File: src/rtl/tsv_pkg.sv
// ============================================================================
// tsv_pkg
// Shared types and constants for the TCP segment validator: verdict codes,
// header byte offsets and the beat and status structs passed between stages.
// ============================================================================
package tsv_pkg;

    // Verdict codes
    localparam logic [1:0] VERDICT_PASS         = 2'd0;
    localparam logic [1:0] VERDICT_NOT_TCP      = 2'd1;
    localparam logic [1:0] VERDICT_BAD_LENGTH   = 2'd2;
    localparam logic [1:0] VERDICT_BAD_CHECKSUM = 2'd3;

    localparam logic [7:0] TCP_PROTOCOL_NUM = 8'd6;

    // Byte counter saturates at its all-ones value
    localparam int unsigned  BYTE_CNT_BITS  = 17;
    localparam logic [16:0]  BYTE_COUNT_MAX = '1;

    // IPv4 header byte offsets
    localparam logic [16:0] OFF_TOT_LEN_HI = 17'd2;
    localparam logic [16:0] OFF_TOT_LEN_LO = 17'd3;
    localparam logic [16:0] OFF_PROTOCOL   = 17'd9;
    localparam logic [16:0] OFF_ADDR_FIRST = 17'd12;
    localparam logic [16:0] OFF_ADDR_END   = 17'd20;
    // TCP data offset byte, relative to the start of the segment
    localparam logic [16:0] OFF_TCP_DOFF   = 17'd12;

    // Length limits
    localparam logic [16:0] MIN_PROTO_LEN = 17'd10;
    localparam logic [5:0]  MIN_IP_HDR    = 6'd20;
    localparam logic [5:0]  MIN_TCP_HDR   = 6'd20;

    localparam logic [15:0] SUM_ALL_ONES = 16'hFFFF;

    typedef logic [1:0] t_verdict;

    typedef struct packed {
        logic [7:0] data_byte;
        logic       last_byte;
        logic       no_net_header;
    } t_beat;

    // Per-packet status from the tracker to the result stage
    typedef struct packed {
        logic     done;
        t_verdict verdict;
    } t_pkt_status;

endpackage

File: src/rtl/tsv_ifs.sv
// ============================================================================
// tsv_ifs
// Valid/ready channels of the TCP segment validator: packet bytes in,
// verdicts with drop counter values out.
// ============================================================================
interface tsv_pkt_if;
    logic       valid;
    logic       ready;
    logic [7:0] data_byte;
    logic       last_byte;
    logic       no_net_header;

    modport source (output valid, data_byte, last_byte, no_net_header, input ready);
    modport sink   (input valid, data_byte, last_byte, no_net_header, output ready);
endinterface

interface tsv_res_if;
    logic        valid;
    logic        ready;
    logic [1:0]  verdict;
    logic [31:0] drop_total;
    logic [31:0] drop_not_tcp;
    logic [31:0] drop_bad_length;
    logic [31:0] drop_bad_checksum;

    modport source (output valid, verdict, drop_total, drop_not_tcp, drop_bad_length,
                    drop_bad_checksum, input ready);
    modport sink   (input valid, verdict, drop_total, drop_not_tcp, drop_bad_length,
                    drop_bad_checksum, output ready);
    modport monitor (input valid, ready, verdict, drop_total, drop_not_tcp,
                     drop_bad_length, drop_bad_checksum);
endinterface

File: src/rtl/tsv_ingress.sv
// ============================================================================
// tsv_ingress
// Input register for packet bytes. Holds one beat and releases it to the
// tracker when the result stage can take whatever that beat produces.
// ============================================================================
module tsv_ingress (
    input  logic          i_clk,
    input  logic          i_rst_n,
    tsv_pkt_if.sink       i_pkt,
    input  logic          i_out_free,
    output tsv_pkg::t_beat o_beat,
    output logic          o_advance
);
    import tsv_pkg::*;

    logic  r_valid;
    logic  n_valid;
    t_beat r_beat;
    logic  w_proc;
    logic  w_accept;

    // A last byte needs a free result slot; other bytes always move on
    assign w_proc      = r_valid && (!r_beat.last_byte || i_out_free);
    assign i_pkt.ready = !r_valid || w_proc;
    assign w_accept    = i_pkt.valid && i_pkt.ready;

    always_comb begin
        n_valid = r_valid;
        if (w_accept) begin
            n_valid = 1'b1;
        end else if (w_proc) begin
            n_valid = 1'b0;
        end
    end

    // Track occupancy
    always_ff @(posedge i_clk) begin
        if (!i_rst_n) begin
            r_valid <= 1'b0;
        end else begin
            r_valid <= n_valid;
        end
    end

    // Capture beat payload
    always_ff @(posedge i_clk) begin
        if (w_accept) begin
            r_beat.data_byte     <= i_pkt.data_byte;
            r_beat.last_byte     <= i_pkt.last_byte;
            r_beat.no_net_header <= i_pkt.no_net_header;
        end
    end

    assign o_beat    = r_beat;
    assign o_advance = w_proc;

endmodule

File: src/rtl/tsv_tracker.sv
// ============================================================================
// tsv_tracker
// Per-packet state: byte count, captured header fields and the folded
// ones'-complement sum. Forms the verdict on the last byte of a packet.
// ============================================================================
module tsv_tracker (
    input  logic                i_clk,
    input  logic                i_rst_n,
    input  tsv_pkg::t_beat      i_beat,
    input  logic                i_advance,
    output tsv_pkg::t_pkt_status o_status
);
    import tsv_pkg::*;

    logic [16:0] r_byte_count;
    logic [5:0]  r_ip_hdr_bytes;
    logic [15:0] r_ip_tot_len;
    logic [7:0]  r_protocol;
    logic [3:0]  r_tcp_hdr_words;
    logic [16:0] r_sum;
    logic        r_missing_hdr;

    logic [16:0] n_byte_count;
    logic [5:0]  n_ip_hdr_bytes;
    logic [15:0] n_ip_tot_len;
    logic [7:0]  n_protocol;
    logic [3:0]  n_tcp_hdr_words;
    logic [16:0] n_sum;
    logic        n_missing_hdr;

    logic [7:0]  w_b;
    logic [16:0] w_i;
    logic        w_first;
    logic [16:0] w_ihl_ext;
    logic [16:0] w_seg_off;
    logic        w_in_addr;
    logic        w_in_seg;
    logic [15:0] w_word;
    logic [17:0] w_acc_raw;
    logic [5:0]  w_tcph;
    logic [15:0] w_tcp_len;
    logic [17:0] w_chk_raw;
    logic [16:0] w_chk_fold1;
    logic [15:0] w_chk_fold2;
    t_verdict    w_verdict;

    assign w_b       = i_beat.data_byte;
    assign w_i       = r_byte_count;
    assign w_first   = (w_i == '0);
    assign w_ihl_ext = {11'b0, r_ip_hdr_bytes};
    assign w_seg_off = w_i - w_ihl_ext;

    // Address bytes of the IP header, then the TCP segment up to the total length
    assign w_in_addr = (w_i >= OFF_ADDR_FIRST) && (w_i < OFF_ADDR_END);
    assign w_in_seg  = (r_ip_hdr_bytes >= MIN_IP_HDR) && (w_i >= w_ihl_ext) &&
                       (w_i < {1'b0, r_ip_tot_len});

    // Even bytes land high in the 16-bit word; header length is a multiple of 4
    assign w_word    = w_i[0] ? {8'b0, w_b} : {w_b, 8'b0};
    assign w_acc_raw = {1'b0, r_sum} + {2'b0, w_word};

    // Next per-packet state for this byte
    always_comb begin
        n_byte_count    = (w_i == BYTE_COUNT_MAX) ? w_i : w_i + 17'd1;
        n_ip_hdr_bytes  = r_ip_hdr_bytes;
        n_ip_tot_len    = r_ip_tot_len;
        n_protocol      = r_protocol;
        n_tcp_hdr_words = r_tcp_hdr_words;
        n_sum           = r_sum;
        n_missing_hdr   = r_missing_hdr;
        if (w_first) begin
            n_missing_hdr  = i_beat.no_net_header;
            n_ip_hdr_bytes = {w_b[3:0], 2'b00};
        end
        if (w_i == OFF_TOT_LEN_HI) begin
            n_ip_tot_len[15:8] = w_b;
        end
        if (w_i == OFF_TOT_LEN_LO) begin
            n_ip_tot_len[7:0] = w_b;
        end
        if (w_i == OFF_PROTOCOL) begin
            n_protocol = w_b;
        end
        if (w_in_seg && (w_seg_off == OFF_TCP_DOFF)) begin
            n_tcp_hdr_words = w_b[7:4];
        end
        if (w_in_addr || w_in_seg) begin
            n_sum = {1'b0, w_acc_raw[15:0]} + {15'b0, w_acc_raw[17:16]};
        end
    end

    // Close the pseudo-header sum with protocol and TCP length
    assign w_tcph      = {n_tcp_hdr_words, 2'b00};
    assign w_tcp_len   = n_ip_tot_len - {10'b0, n_ip_hdr_bytes};
    assign w_chk_raw   = {1'b0, n_sum} + {10'b0, TCP_PROTOCOL_NUM} + {2'b0, w_tcp_len};
    assign w_chk_fold1 = {1'b0, w_chk_raw[15:0]} + {15'b0, w_chk_raw[17:16]};
    assign w_chk_fold2 = w_chk_fold1[15:0] + {15'b0, w_chk_fold1[16]};

    // Pick the verdict in priority order
    always_comb begin
        if (n_missing_hdr) begin
            w_verdict = VERDICT_NOT_TCP;
        end else if (n_byte_count < MIN_PROTO_LEN) begin
            w_verdict = VERDICT_BAD_LENGTH;
        end else if (n_protocol != TCP_PROTOCOL_NUM) begin
            w_verdict = VERDICT_NOT_TCP;
        end else if ((n_ip_hdr_bytes < MIN_IP_HDR) ||
                     (n_ip_tot_len < {10'b0, n_ip_hdr_bytes}) ||
                     (w_tcph < MIN_TCP_HDR) ||
                     (w_tcp_len < {10'b0, w_tcph}) ||
                     (n_byte_count < {1'b0, n_ip_tot_len})) begin
            w_verdict = VERDICT_BAD_LENGTH;
        end else if (w_chk_fold2 == SUM_ALL_ONES) begin
            w_verdict = VERDICT_PASS;
        end else begin
            w_verdict = VERDICT_BAD_CHECKSUM;
        end
    end

    // Advance state; drop it all at the end of a packet
    always_ff @(posedge i_clk) begin
        if (!i_rst_n || (i_advance && i_beat.last_byte)) begin
            r_byte_count    <= '0;
            r_ip_hdr_bytes  <= '0;
            r_ip_tot_len    <= '0;
            r_protocol      <= '0;
            r_tcp_hdr_words <= '0;
            r_sum           <= '0;
            r_missing_hdr   <= 1'b0;
        end else if (i_advance) begin
            r_byte_count    <= n_byte_count;
            r_ip_hdr_bytes  <= n_ip_hdr_bytes;
            r_ip_tot_len    <= n_ip_tot_len;
            r_protocol      <= n_protocol;
            r_tcp_hdr_words <= n_tcp_hdr_words;
            r_sum           <= n_sum;
            r_missing_hdr   <= n_missing_hdr;
        end
    end

    assign o_status.done    = i_advance && i_beat.last_byte;
    assign o_status.verdict = w_verdict;

endmodule

File: src/rtl/tsv_result.sv
// ============================================================================
// tsv_result
// Drop counters, the details register and the output register that holds
// one verdict beat until the sink takes it.
// ============================================================================
module tsv_result #(
    parameter int unsigned COUNTER_BITS = 32
) (
    input  logic                 i_clk,
    input  logic                 i_rst_n,
    input  logic                 i_cfg_we,
    input  logic                 i_cfg_wdata,
    input  tsv_pkg::t_pkt_status i_status,
    output logic                 o_out_free,
    tsv_res_if.source            o_res
);
    import tsv_pkg::*;

    localparam int unsigned EXT_BITS = COUNTER_BITS + 32;

    logic                    r_count_details;
    logic                    r_out_valid;
    logic                    n_out_valid;
    t_verdict                r_verdict;
    logic [COUNTER_BITS-1:0] r_drop_total;
    logic [COUNTER_BITS-1:0] r_drop_not_tcp;
    logic [COUNTER_BITS-1:0] r_drop_bad_len;
    logic [COUNTER_BITS-1:0] r_drop_bad_chk;
    logic                    w_drop;
    logic [EXT_BITS-1:0]     w_total_ext;
    logic [EXT_BITS-1:0]     w_not_tcp_ext;
    logic [EXT_BITS-1:0]     w_bad_len_ext;
    logic [EXT_BITS-1:0]     w_bad_chk_ext;

    assign o_out_free = !r_out_valid || o_res.ready;
    assign w_drop     = i_status.done && (i_status.verdict != VERDICT_PASS);

    always_comb begin
        n_out_valid = r_out_valid;
        if (i_status.done) begin
            n_out_valid = 1'b1;
        end else if (o_res.ready) begin
            n_out_valid = 1'b0;
        end
    end

    // Details register
    always_ff @(posedge i_clk) begin
        if (!i_rst_n) begin
            r_count_details <= 1'b0;
        end else if (i_cfg_we) begin
            r_count_details <= i_cfg_wdata;
        end
    end

    // Output beat valid
    always_ff @(posedge i_clk) begin
        if (!i_rst_n) begin
            r_out_valid <= 1'b0;
        end else begin
            r_out_valid <= n_out_valid;
        end
    end

    // Hold the verdict with its beat
    always_ff @(posedge i_clk) begin
        if (i_status.done) begin
            r_verdict <= i_status.verdict;
        end
    end

    // Count drops; per-reason counters only with details on
    always_ff @(posedge i_clk) begin
        if (!i_rst_n) begin
            r_drop_total   <= '0;
            r_drop_not_tcp <= '0;
            r_drop_bad_len <= '0;
            r_drop_bad_chk <= '0;
        end else if (w_drop) begin
            r_drop_total <= r_drop_total + COUNTER_BITS'(1);
            if (r_count_details) begin
                unique case (i_status.verdict)
                    VERDICT_NOT_TCP:    r_drop_not_tcp <= r_drop_not_tcp + COUNTER_BITS'(1);
                    VERDICT_BAD_LENGTH: r_drop_bad_len <= r_drop_bad_len + COUNTER_BITS'(1);
                    VERDICT_BAD_CHECKSUM: begin
                        r_drop_bad_chk <= r_drop_bad_chk + COUNTER_BITS'(1);
                    end
                    default: ;
                endcase
            end
        end
    end

    // Counters only move with a new beat, so they stand in for its payload
    assign w_total_ext   = EXT_BITS'(r_drop_total);
    assign w_not_tcp_ext = EXT_BITS'(r_drop_not_tcp);
    assign w_bad_len_ext = EXT_BITS'(r_drop_bad_len);
    assign w_bad_chk_ext = EXT_BITS'(r_drop_bad_chk);

    assign o_res.valid             = r_out_valid;
    assign o_res.verdict           = r_verdict;
    assign o_res.drop_total        = w_total_ext[31:0];
    assign o_res.drop_not_tcp      = w_not_tcp_ext[31:0];
    assign o_res.drop_bad_length   = w_bad_len_ext[31:0];
    assign o_res.drop_bad_checksum = w_bad_chk_ext[31:0];

endmodule

File: src/rtl/tcp_segment_validator.sv
// ============================================================================
// tcp_segment_validator
// Checks TCP length fields and the TCP checksum of IPv4 packets streamed
// one byte per beat, and keeps wrapping drop counters.
// ============================================================================
// Takes one packet byte per clock, starting at IPv4 header byte 0, and gives
// one verdict beat per packet (pass, not TCP, bad length, bad checksum) with
// the drop counter values after that packet. A byte passes through an input
// register, then one level of header capture, checksum fold and verdict
// logic, then the output register, so a new byte is taken every cycle; the
// input stalls only when a last byte meets a verdict the sink has not yet
// taken. The per-reason counters count only while count_details is set;
// drop_total always counts. Change count_details only between packets.
module tcp_segment_validator #(
    parameter int unsigned COUNTER_BITS = 32
) (
    input  logic      i_clk,
    input  logic      i_rst_n,
    input  logic      i_cfg_we,
    input  logic      i_cfg_wdata,
    tsv_pkt_if.sink   i_pkt,
    tsv_res_if.source o_res
);
    import tsv_pkg::*;

    t_beat       w_beat;
    logic        w_advance;
    logic        w_out_free;
    t_pkt_status w_status;

    tsv_ingress u_ingress (
        .i_clk      (i_clk),
        .i_rst_n    (i_rst_n),
        .i_pkt      (i_pkt),
        .i_out_free (w_out_free),
        .o_beat     (w_beat),
        .o_advance  (w_advance)
    );

    tsv_tracker u_tracker (
        .i_clk     (i_clk),
        .i_rst_n   (i_rst_n),
        .i_beat    (w_beat),
        .i_advance (w_advance),
        .o_status  (w_status)
    );

    tsv_result #(
        .COUNTER_BITS (COUNTER_BITS)
    ) u_result (
        .i_clk       (i_clk),
        .i_rst_n     (i_rst_n),
        .i_cfg_we    (i_cfg_we),
        .i_cfg_wdata (i_cfg_wdata),
        .i_status    (w_status),
        .o_out_free  (w_out_free),
        .o_res       (o_res)
    );

endmodule

File: src/flat_wrapper.sv
// flat-port wrapper written by rule: the top's interface ports become plain ports
module tcp_segment_validator_flat import tsv_pkg::*;
#(
    parameter int unsigned COUNTER_BITS = 32
)
  (i_clk, i_rst_n, i_cfg_we, i_cfg_wdata, i_pkt_valid, i_pkt_data_byte, i_pkt_last_byte, i_pkt_no_net_header, i_pkt_ready, o_res_valid, o_res_verdict, o_res_drop_total, o_res_drop_not_tcp, o_res_drop_bad_length, o_res_drop_bad_checksum, o_res_ready);
  tsv_pkt_if i_pkt_i ();
  tsv_res_if o_res_i ();
  input  logic i_clk;
  input  logic i_rst_n;
  input  logic i_cfg_we;
  input  logic i_cfg_wdata;
  input wire logic [$bits(i_pkt_i.valid)-1:0] i_pkt_valid;
  input wire logic [$bits(i_pkt_i.data_byte)-1:0] i_pkt_data_byte;
  input wire logic [$bits(i_pkt_i.last_byte)-1:0] i_pkt_last_byte;
  input wire logic [$bits(i_pkt_i.no_net_header)-1:0] i_pkt_no_net_header;
  output wire logic [$bits(i_pkt_i.ready)-1:0] i_pkt_ready;
  output wire logic [$bits(o_res_i.valid)-1:0] o_res_valid;
  output wire logic [$bits(o_res_i.verdict)-1:0] o_res_verdict;
  output wire logic [$bits(o_res_i.drop_total)-1:0] o_res_drop_total;
  output wire logic [$bits(o_res_i.drop_not_tcp)-1:0] o_res_drop_not_tcp;
  output wire logic [$bits(o_res_i.drop_bad_length)-1:0] o_res_drop_bad_length;
  output wire logic [$bits(o_res_i.drop_bad_checksum)-1:0] o_res_drop_bad_checksum;
  input wire logic [$bits(o_res_i.ready)-1:0] o_res_ready;
  assign i_pkt_i.valid = i_pkt_valid;
  assign i_pkt_i.data_byte = i_pkt_data_byte;
  assign i_pkt_i.last_byte = i_pkt_last_byte;
  assign i_pkt_i.no_net_header = i_pkt_no_net_header;
  assign i_pkt_ready = i_pkt_i.ready;
  assign o_res_valid = o_res_i.valid;
  assign o_res_verdict = o_res_i.verdict;
  assign o_res_drop_total = o_res_i.drop_total;
  assign o_res_drop_not_tcp = o_res_i.drop_not_tcp;
  assign o_res_drop_bad_length = o_res_i.drop_bad_length;
  assign o_res_drop_bad_checksum = o_res_i.drop_bad_checksum;
  assign o_res_i.ready = o_res_ready;
  tcp_segment_validator #(.COUNTER_BITS(COUNTER_BITS)) u_core (.i_clk(i_clk), .i_rst_n(i_rst_n), .i_cfg_we(i_cfg_we), .i_cfg_wdata(i_cfg_wdata), .i_pkt(i_pkt_i), .o_res(o_res_i));
endmodule
File: config.mk
export PLATFORM = sky130hd
export DESIGN_NAME = tcp_segment_validator_flat
export DESIGN_NICKNAME = d
export VERILOG_FILES = /design/src/rtl/tsv_pkg.sv /design/src/rtl/tsv_ifs.sv /design/src/rtl/tsv_ingress.sv /design/src/rtl/tsv_tracker.sv /design/src/rtl/tsv_result.sv /design/src/rtl/tcp_segment_validator.sv /design/src/flat_wrapper.sv
export SDC_FILE = /design/constraint.sdc
export NUM_CORES = 1
export LEC_CHECK = 0
export ABC_AREA = 1
export BUFFER_PORTS_ARGS = -buffer_cell sky130_fd_sc_hd__buf_4
export CAP_MARGIN = 15
export CORE_MARGIN = 1.5
export CORE_UTILIZATION = 56
export CTS_CLUSTER_DIAMETER = 50
export DETAILED_ROUTE_END_ITERATION = 10
export PLACE_DENSITY_LB_ADDON = 0.05
export SLEW_MARGIN = 20
export SYNTH_ARGS = -nofsm -noshare
export SYNTH_HDL_FRONTEND = slang
export SYNTH_SLANG_ARGS = --single-unit
File: constraint.sdc
create_clock -name i_clk -period 9.3 [get_ports i_clk]
set_input_delay 0.93 -clock i_clk [delete_from_list [all_inputs] [get_ports i_clk]]
set_output_delay 0.93 -clock i_clk [all_outputs]
set_load 0.05 [all_outputs]
==> results of run 1 <==
==> layout make-up <==
type                       count  area [µm²]
multi-input combinational   1980       11510
antenna                        1       2.502
timing repair buffer         339        2987
timing repair inverter         2       17.52
fill                        2308        7176
sequential                   212        4365
tap                          384       480.5
inverter                     340        1300
clock inverter                21       241.5
clock buffer                  37       859.6
==> power by group through the flow <==
| stage | clock network [mW] | registers, mW | logic [mW] |
|---|---|---|---|
| 2_1_floorplan | 0 | 0.978 | 0.669 |
| 6_report | 1.23 | 0.957 | 1.20 |
| 3_3_place_gp | 0 | 0.974 | 0.987 |
| 5_1_grt | 1.28 | 0.958 | 1.31 |
| 3_5_place_dp | 0 | 0.975 | 1.00 |
| 4_1_cts | 1.24 | 0.956 | 1.08 |
==> cell usage after synthesis, types with 7 or more instances <==
master	number	area [µm²]
a211oi_1	9	67.56
xnor2_1	38	332.8
nor3_1	82	410.4
nand3_1	132	660.6
o21ai_0	106	530.5
nor2_1	254	953.4
ha_1	107	1339
dfxtp_1	200	4004
a21oi_1	231	1156
nor4_1	27	168.9
buf_2	19	95.09
a31oi_1	7	43.79
o211ai_1	7	52.55
buf_4	10	75.07
nand4_1	40	250.2
edfxtp_1	12	360.4
inv_1	333	1250
clkbuf_1	39	146.4
xor2_1	127	1112
nand2_1	722	2710
==> layer usage <==
| layer | global-route usage | vias up |
|---|---|---|
| li1 | - | 9054 |
| met1 | 0.4718 | 8654 |
| met2 | 0.5650 | 846 |
| met3 | 0.03918 | 180 |
| met4 | 0.1214 | 0 |
| met5 | 0 | - |
==> worst paths after layout <==
kind | end | start
max | u_core.u_result.o_res.drop_bad_length[24] | u_core.u_ingress.o_beat[2]
min | u_core.u_tracker.r_missing_hdr | u_core.u_tracker.r_missing_hdr
max reg2reg | u_core.u_result.o_res.drop_bad_length[24] | u_core.u_ingress.o_beat[2]
min reg2reg | u_core.u_tracker.r_missing_hdr | u_core.u_tracker.r_missing_hdr
==> flip-flops by register name (all words and copies together), names as in the netlist, 8 cells and up <==
name and cells:
u_core.u_tracker.r_ip_tot_len 16, u_core.u_result.o_res.drop_total 32, u_core.u_result.o_res.drop_not_tcp 32, u_core.u_tracker.r_protocol 8, u_core.u_result.o_res.drop_bad_checksum 32, u_core.u_tracker.r_byte_count 17
u_core.u_tracker.r_sum 17, u_core.u_ingress.o_beat 10, u_core.u_result.o_res.drop_bad_length 32
==> cells in the final DEF (no fill, tap or decap), types with 6 or more instances in the layout <==
master | Yosys | layout
o21ai_4 | 4 | 6
nor2_4 | 4 | 9
o21ai_2 | 3 | 12
clkbuf_16 | 0 | 41
nand3_1 | 132 | 126
nand2_1 | 722 | 651
o211ai_1 | 7 | 7
ha_4 | 0 | 14
a21o_1 | 6 | 6
buf_4 | 10 | 304
nand3_2 | 4 | 10
nor2_1 | 254 | 241
buf_12 | 0 | 13
dfxtp_1 | 200 | 199
o21ai_0 | 106 | 89
nor3_1 | 82 | 76
a21oi_2 | 0 | 38
nand2_4 | 2 | 22
buf_6 | 4 | 7
a21oi_1 | 231 | 192
a211oi_1 | 9 | 8
o21ai_1 | 6 | 12
nor2_2 | 6 | 14
ha_1 | 107 | 89
nand4_1 | 40 | 40
edfxtp_1 | 12 | 12
xor2_1 | 127 | 125
inv_1 | 333 | 329
nor4_1 | 27 | 27
xnor2_1 | 38 | 38
nand2_2 | 4 | 55
==> critical path, delay by kind of cell, from the launching register on <==
family,cells,cell delay (ps)
flip-flops,1,400
buffers and inverters,20,2330
AO/OA/AOI/OAI,9,1110
adder cells (fa/ha/maj),6,1450
XOR/XNOR,1,150
AND/OR/NAND/NOR,41,3970
==> cell families (layout without fill, tap and decap cells) <==
family	Yosys count	in the layout	share of synthesized area
AOI/OAI and AO/OA	396	396	0.1293
xor gates and xnor gates	165	165	0.08688
adders and majority gates	112	112	0.08651
buffers and inverters	415	739	0.09922
DFF	212	212	0.2624
other	0	1	0
and+or+nand+nor	1307	1307	0.3357
==> per-stage QoR <==
| step | setup slack [ps] | instance area [µm²] |
|---|---|---|
| global placement | -317.2 | 18890 |
| detailed placement | -639.4 | 18890 |
| finish | -328.0 | 21760 |
| floorplan | 316.6 | 16630 |
| global route | -968.7 | 21760 |
| CTS | -17.37 | 20700 |
==> repair_timing <==
item	4_1_cts	5_1_grt
resized for setup	78	180
setup buffers	31	20
setup endpoints to repair	130	130
pin swaps	71	104
cloned	4	12
endpoints found under the hold margin	0	0
hold buffers	0	0
==> implementation parameters, run 1 <==
Parameter                              Value

Yosys
  Post-synthesis register bit count    212
  Average instance area after synthesis    6.380 µm²
  Number of different library cells in the post-synthesis netlist    59
  Syn Std Cell Area    0.01663 mm²
  Post-synthesis net count    2735
  Ys async rst share    0
  Sequential-to-total area share from yosys stat    0.2624
  Ys Warns    0
  Dominant register cell in the synthesized netlist    dfxtp_1
  Gate Count Post-Synth    2607
  Number of enable flip-flop cells after synthesis    12

Power and ir drop
  P_leak    9.982 nW
  PD cells    155.6 mW/mm²
  Design Power    3.386 mW
  Switching power share of the total    0.3634
  P_sw    ~1.2 mW
  Power share of the combinational group    0.354
  Sequential power share    0.283
  Internal power consumption    2.156 mW
  Clock network fraction of design power    0.363
  Maximum resistive drop on vdd    ~170 µV

Timing
  Worst-case setup margin in the final layout    -328.0 ps
  Total setup violations reported at the end of the flow    128
  Slew at the pin closest to its max-slew limit    1008 ps
  Final worst path period need    9628 ps
  Setup_tns    -34440 ps
  Worst slew margin relative to its limit    0.3276
  Min Hold Slack    about 500 ps
  Final Skew    around 19 ps
  Number of pins exceeding their max-slew limit in the final report    0
  Peak clock frequency supported by timing    between 100 and 150 MHz
  Number of endpoints with negative hold slack in the final report    0
  Final worst path period share    1.035
  RSZ-0062 raised after global routing    yes

Clock network
  Clk root buf    clkbuf_16
  TritonCTS clock tree    yes
  Maximum clock path buffer count    3
  Clock transition at the register clock pins on the worst setup and hold paths after CTS    60 ps
  # clock sinks    212
  TritonCTS Buffers    31
  CTS H-Tree Depth    1
  Source-to-sink clock delay at the later pin of the worst-skew pair    about 560 ps

Floorplan
  Die X    between 150 and 200 µm
  Floorplan row count    62
  Die Y    between 150 and 200 µm
  Std-Cell Core Area    between 0.02 and 0.03 mm²
  Initial Utilization    0.5749
  Overall die area    just over 0.03 mm²
  Number of ports placed on the die boundary    ~150

Detailed routing
  Highest routed layer    met4
  Total Wirelength    57580 µm
  Vias per Instance    5.650
  Met2 wire len    26300 µm
  Number of detailed-routing iterations run before antenna repair    6
  Total length of routed met3 wires    4489 µm
  Total vias in the final route    18734
  DRT met1 WL    24500 µm
  Starting DRT DRC Count    around 1800
  Detailed-route wire length per cell    17.36 µm
  Final ANT Viol Nets    0
  Drc violations    0

Worst setup path
  Most common cell type on the critical path    buf_4
  Reg2reg setup slack    -330 ps
  CP Data Required Time    9690 ps
  R2R cell count    77
  Critical path peak fanout    8
  Category of the worst setup path capture point    register
  Startpoint Class    register
  Setup Crit Path Kind    reg2reg
  Critical Path Slowest Stage Cell    edfxtp_1
  CP Data Arrival Time    around 10000 ps
  Largest stage delay on the critical path    ~400 ps

GRT
  Initial antenna violation count    1
  Total gr overflow    0
  Via count of the first global-routing pass    17025
  Maximum number of pins on one net before global-route repair    just over 80
  Wire length of the first global-routing pass    86800 µm
  GR Util All Layers    0.3457

Final layout
  Layout cell share with drive strength beyond 1    0.2112
  Utilization of the core after routing    0.7520
  Number of nets at the end of the flow    3034
  Synth-to-Final Area Change    30.82%
  Final instance count without filler cells    3316

Placement
  Gp weighted congestion    0.9835
  Final HPWL from detailed placement    40290 µm
  Placed Instances    roughly 3200
  Number of port buffers    147

Run
  Max-capacitance violation count    0

Outcome
  Violated checks    setup timing
  Result of the run    finished with violations

Hold path
  Worst hold path class    reg2reg
  Hold depth    2
No activity file was read; power rests on OpenSTA's default activity.
==> run 2: changes to the inputs <==
--- a/config.mk
+++ b/config.mk
@@ -12,7 +12,7 @@
 export CORE_UTILIZATION = 56
 export CTS_CLUSTER_DIAMETER = 50
 export DETAILED_ROUTE_END_ITERATION = 10
-export PLACE_DENSITY_LB_ADDON = 0.05
+export PLACE_DENSITY = 0.79
 export SLEW_MARGIN = 20
 export SYNTH_ARGS = -nofsm -noshare
 export SYNTH_HDL_FRONTEND = slang
==> run 2 against run 1 <==
Compared with the run above:
- fmax shrank 1.2%
- worst setup slack lost 110 ps
- via count shrank 0.28%
- combinational power is essentially flat
- register-to-register slack lost 110 ps
- global-route usage shrank 1.3 points
- clock skew shrank 5.4 ps
- sequential power grew 0.5%
- clock power shrank 15%
- utilization shrank 2.7 points
- the flow still finishes with violations (setup timing)
- clock-buffer cell count shrank 1
- first-iteration DRC count grew 11%
==> implementation parameters, run 2 (synthesis gave the netlist of run 1 again) <==
Parameter                              Value

Placement
  Gp weighted congestion    0.9599
  Post-Place Setup Slack    -781.3 ps
  Final HPWL from detailed placement    38950 µm
  Placed inst area    0.01896 mm²
  Number of port buffers    147

Worst setup path
  Instance count on the critical path    71
  R2R cell count    71
  Worst Path Buf+Inv    13
  Cell class contributing the biggest share of worst-path delay    simple AND/OR/NAND/NOR gates
  CP Data Required Time    9770 ps
  Setup Crit Path Kind    reg2reg
  Endpoint of the worst-slack reg-to-reg timing path    u_core.u_result.o_res.drop_total[23]
  Most common cell type on the critical path    nand2_1
  Worst setup path start    u_core.u_ingress.o_beat[3]
  Category of the worst setup path capture point    register
  Largest stage delay on the critical path    around 440 ps
  Reg2reg setup slack    -440 ps
  End point of the critical path    u_core.u_result.o_res.drop_total[23]
  Critical path peak fanout    17
  Startpoint Class    register
  CP Data Arrival Time    10210 ps
  Critical Path Slowest Stage Cell    edfxtp_1
  FF-to-FF Start    u_core.u_ingress.o_beat[3]

Power and ir drop
  P_leak    between 9 and 10 nW
  PD cells    151.8 mW/mm²
  Design Power    3.185 mW
  Maximum resistive drop on vdd    between 100 and 150 µV

GRT
  Maximum number of pins on one net before global-route repair    96
  Wire length of the first global-routing pass    84570 µm
  GR Util All Layers    0.3324
  Initial antenna violation count    1
  Via count of the first global-routing pass    17067
  Total gr overflow    0

Timing
  Final worst path period share    1.048
  Min Hold Slack    between 400 and 500 ps
  Worst slew margin relative to its limit    0.2675
  Total setup violations reported at the end of the flow    around 130
  Final Skew    13.59 ps
  Slew at the pin closest to its max-slew limit    ~1100 ps
  Peak clock frequency supported by timing    102.6 MHz
  Number of pins exceeding their max-slew limit in the final report    0
  Final worst path period need    9742 ps
  RSZ-0062 raised after global routing    yes
  Worst-case setup margin in the final layout    -442.4 ps
  Number of endpoints with negative hold slack in the final report    0

Final layout
  Most frequent cells in the layout    706 x nand2_1, 324 x inv_1, 296 x buf_4
  Number of fill cells    approximately 2400
  Most common cell after layout, fill and taps aside    nand2_1
  Layout cell share with drive strength beyond 1    0.1879
  Number of nets at the end of the flow    3012
  Utilization of the core after routing    0.7250
  Final instance area    0.02098 mm²
  Synth-to-Final Area Change    26.12%

Detailed routing
  Drc violations    0
  Vias per Instance    5.677
  Total vias in the final route    18682
  Starting DRT DRC Count    between 1500 and 2000
  Number of detailed-routing iterations run before antenna repair    7
  Detailed-route wire length per cell    about 16 µm
  Final ANT Viol Nets    0
  Total Wirelength    54300 µm

Clock network
  Maximum clock path buffer count    3
  TritonCTS clock tree    yes
  Clk root buf    clkbuf_16
  Source-to-sink clock delay at the later pin of the worst-skew pair    550 ps
  Clock transition at the register clock pins on the worst setup and hold paths after CTS    ~60 ps
  CTS H-Tree Depth    1
  # clock sinks    212
  TritonCTS Buffers    29
  Number of hold-repair buffers added at the cts stage    0

Run
  Max-capacitance violation count    0

Floorplan
  Number of ports placed on the die boundary    148
  Die Y    175.3 µm
  Std-Cell Core Area    0.02894 mm²
  Floorplan row count    62
  Die X    175.3 µm
  Overall die area    0.03075 mm²
  Initial Utilization    0.5749

Hold path
  Hold depth    2
  Worst hold path class    reg2reg

Outcome
  Violated checks    setup timing
  Result of the run    finished with violations
-- run 2: cell types whose count changed in the layout (fill, tap and decap cells not counted), moves of 7 or more --
cell	change
nand3_1	-7
buf_4	-8
nand2_4	-18
nand2_2	-37
nand2_1	+55
clkbuf_16	-10
-- run 2: area by class of cell --
type | count | area [µm²] | area share
antenna | 1 | 2.502 | 0.0001193
clock buffer | 36 | 772.0 | 0.03680
clock inverter | 17 | 127.6 | 0.006083
inverter | 340 | 1292 | 0.06161
multi-input combinational | 1980 | 11290 | 0.5380
sequential | 212 | 4365 | 0.2081
tap | 384 | 480.5 | 0.02290
timing repair buffer | 321 | 2653 | 0.1264
-- run 2: worst reg2reg max path: cells and delay by family (launching register included) --
family / cells / cell delay (ps)
compound gates: 11 / 1530
xor+xnor: 2 / 350
fa+ha+maj: 8 / 2020
buf+inv: 13 / 1470
flops: 1 / 440
simple gates: 37 / 3830
-- run 2: worst min path at each step --
stage	start	to	slack (ps)
floorplan	u_core.u_tracker.r_ip_hdr_bytes[1]	u_core.u_tracker.r_ip_hdr_bytes[1]	440
global placement	u_core.u_tracker.r_tcp_hdr_words[1]	u_core.u_tracker.r_tcp_hdr_words[1]	480
detailed placement	u_core.u_tracker.r_tcp_hdr_words[1]	u_core.u_tracker.r_tcp_hdr_words[1]	490
CTS	u_core.u_tracker.r_ip_hdr_bytes[5]	u_core.u_tracker.r_ip_hdr_bytes[5]	490
global route	u_core.u_result.o_res.drop_bad_checksum[31]	u_core.u_result.o_res.drop_bad_checksum[31]	520
finish	u_core.u_tracker.r_ip_hdr_bytes[5]	u_core.u_tracker.r_ip_hdr_bytes[5]	490
-- run 2: per-stage QoR --
stage	setup TNS [ps]	instances
detailed placement	-92310	3196
finish	-42600	3291
floorplan	0	2607
global route	-105140	3291
global placement	-49230	3196
CTS	0	3273
-- run 2: report_power, final --
group	total, mW	switching [mW]	leakage, nW	internal (mW)
Combinational	1.18	0.727	7.44	0.451
Clock	1.04	0.448	0.438	0.597
Sequential	0.962	0.0220	1.74	0.940
-- run 2: repair_timing --
item                                    4_1_cts  5_1_grt
endpoints found under the setup margin      130      130
buffers inserted                             23       15
gates cloned                                  1        3
pin swaps                                    22      102
gates resized for setup                      47      141
-- run 2: per-layer routing --
metal,vias up,GRT usage,share of wire
met5,-,0,0
met4,0,0.1083,0.035
met3,153,0.04632,0.086
met2,903,0.5433,0.46
met1,8617,0.4518,0.42
li1,9009,-,-
==> run 3: changes to the inputs <==
--- a/config.mk
+++ b/config.mk
@@ -6,13 +6,15 @@
 export NUM_CORES = 1
 export LEC_CHECK = 0
 export ABC_AREA = 1
+export ABC_CLOCK_PERIOD_IN_PS = 9300
 export BUFFER_PORTS_ARGS = -buffer_cell sky130_fd_sc_hd__buf_4
 export CAP_MARGIN = 15
+export CORE_ASPECT_RATIO = 0.75
 export CORE_MARGIN = 1.5
-export CORE_UTILIZATION = 56
+export CORE_UTILIZATION = 46
 export CTS_CLUSTER_DIAMETER = 50
 export DETAILED_ROUTE_END_ITERATION = 10
-export PLACE_DENSITY = 0.79
+export PLACE_DENSITY = 0.67
 export SLEW_MARGIN = 20
 export SYNTH_ARGS = -nofsm -noshare
 export SYNTH_HDL_FRONTEND = slang
==> run 3 against run 2 <==
Compared with the run above:
- the run still ends with setup timing left
- largest power group unchanged
- sequential share of layout area shrank 0.52 points
- cell area rose by 2.6%
- worst setup slack improved by 310 ps
- largest cell class unchanged
- register-to-register slack better by 310 ps
==> implementation parameters, run 3 (synthesis gave the netlist of run 1 again) <==
Parameter                              Value

GRT
  GR Util All Layers    0.2897
  Total gr overflow    0
  Initial antenna violation count    0
  Maximum number of pins on one net before global-route repair    78
  Wire length of the first global-routing pass    88350 µm
  Via count of the first global-routing pass    16922

Detailed routing
  Vias per Instance    ~5.4
  Total vias in the final route    18483
  Drc violations    0
  Detailed-route wire length per cell    16.71 µm
  Total Wirelength    57050 µm
  Number of detailed-routing iterations run before antenna repair    6
  Starting DRT DRC Count    between 1500 and 2000
  Final ANT Viol Nets    0

Outcome
  Violated checks    setup timing
  Result of the run    finished with violations

Power and ir drop
  Maximum resistive drop on vdd    132.6 µV
  PD cells    151.2 mW/mm²
  P_leak    9.860 nW

Timing
  Number of endpoints with negative hold slack in the final report    0
  Slew at the pin closest to its max-slew limit    948.0 ps
  Final worst path period need    ~9400 ps
  Total setup violations reported at the end of the flow    roughly 100
  Worst-case setup margin in the final layout    -134.4 ps
  Peak clock frequency supported by timing    106.0 MHz
  Final worst path period share    1.014
  Min Hold Slack    496.0 ps
  Worst slew margin relative to its limit    0.3673
  Setup_tns    -7874 ps
  Final Skew    slightly above 20 ps
  Number of pins exceeding their max-slew limit in the final report    0
  RSZ-0062 raised after global routing    yes

Worst setup path
  CP Data Required Time    9710 ps
  Category of the worst setup path capture point    register
  Largest stage delay on the critical path    430 ps
  Critical path peak fanout    8
  Critical Path Slowest Stage Cell    edfxtp_1
  Startpoint Class    register
  CP Data Arrival Time    9840 ps
  FF-to-FF Start    u_core.u_ingress.o_beat[3]
  Worst setup path start    u_core.u_ingress.o_beat[3]
  Setup Crit Path Kind    reg2reg
  R2R cell count    79
  Most common cell type on the critical path    buf_4

Placement
  Gp weighted congestion    between 0.9 and 1
  Final HPWL from detailed placement    41460 µm
  Placed Instances    3294
  Number of port buffers    147

Clock network
  TritonCTS Buffers    28
  # clock sinks    212
  Clock transition at the register clock pins on the worst setup and hold paths after CTS    around 60 ps
  Source-to-sink clock delay at the later pin of the worst-skew pair    560 ps
  Maximum clock path buffer count    3
  TritonCTS clock tree    yes
  Clk root buf    clkbuf_16
  CTS H-Tree Depth    1

Hold path
  Hold path start    u_core.u_tracker.r_missing_hdr
  Worst hold path class    reg2reg
  Hold depth    2

Final layout
  Most common cell after layout, fill and taps aside    nand2_1
  Most frequent cells in the layout    694 x nand2_1, 342 x buf_4, 326 x inv_1
  Number of nets at the end of the flow    just over 3000
  Synth-to-Final Area Change    29.41%
  Number of fill cells    about 3300
  Final instance count without filler cells    3415
  Multi-input gate area in the final layout    0.01133 mm²
  Area taken by flip-flops and latches    0.004368 mm²
  Number of antenna repair diodes    0
  Layout cell share with drive strength beyond 1    0.2003

Floorplan
  Initial Utilization    0.4655
  Overall die area    0.03732 mm²
  Die Y    167.7 µm
  Number of ports placed on the die boundary    148
  Die X    222.6 µm
  Std-Cell Core Area    0.03573 mm²
  Floorplan row count    60

Run
  Max-capacitance violation count    0
==> run 3: timing repair <==
item | 4_1_cts | 5_1_grt
setup buffers | 45 | 17
pin swaps | 38 | 76
hold buffers | 0 | 0
endpoints found under the setup margin | 130 | 130
gates resized for setup | 56 | 147
cloned | 5 | 4
==> run 3: metal layers <==
metal,part of all wire,GRT usage,wire (µm),up-vias
met1,0.48,0.4388,27110,8567
met2,0.42,0.4310,24060,719
met4,0.022,0.06684,1259,0
met3,0.081,0.03808,4623,92
met5,0,0,0,-
li1,-,-,-,9105
==> run 3: worst max-delay path: cells and delay by family (launching register included) <==
family | cells | cell delay [ps]
flops | 1 | 430
compound gates | 8 | 1010
xor+xnor | 1 | 150
buf+inv | 21 | 2370
fa+ha+maj | 6 | 1330
simple gates | 43 | 3990
==> run 3: metrics by stage <==
step	power [mW]	setup WS (ps)	instance area [µm²]	utilization
after detailed placement	2.014	-643.0	19140	0.5357
after global routing	3.437	-875.3	21530	0.6024
after global placement	1.999	-354.4	19140	0.5357
after CTS	3.147	9.353	20720	0.5798
final	3.255	-134.4	21530	0.6024
after floorplan	1.647	316.6	16630	-
==> run 3: cell type report <==
cell class | instances | share of cell area
clock buffer | 36 | 0.03586
clock inverter | 15 | 0.006278
inverter | 340 | 0.06057
multi-input combinational | 1980 | 0.5264
sequential | 212 | 0.2029
tap | 465 | 0.02703
timing repair buffer | 366 | 0.1404
timing repair inverter | 1 | 0.0005231
==> run 3: worst paths after layout <==
| path | to | slack (ps) |
|---|---|---|
| max | u_core.u_result.o_res.drop_bad_length[24] | -130 |
| min | u_core.u_tracker.r_missing_hdr | 500 |
| min reg2reg | u_core.u_tracker.r_missing_hdr | 500 |
| max reg2reg | u_core.u_result.o_res.drop_bad_length[24] | -130 |
==> run 3: power breakdown <==
part / total (mW) / internal [mW] / switching (mW)
combinational: 1.23 / 0.488 / 0.739
clock: 1.07 / 0.620 / 0.450
sequential: 0.958 / 0.939 / 0.0187
total: 3.25 / 2.05 / 1.21
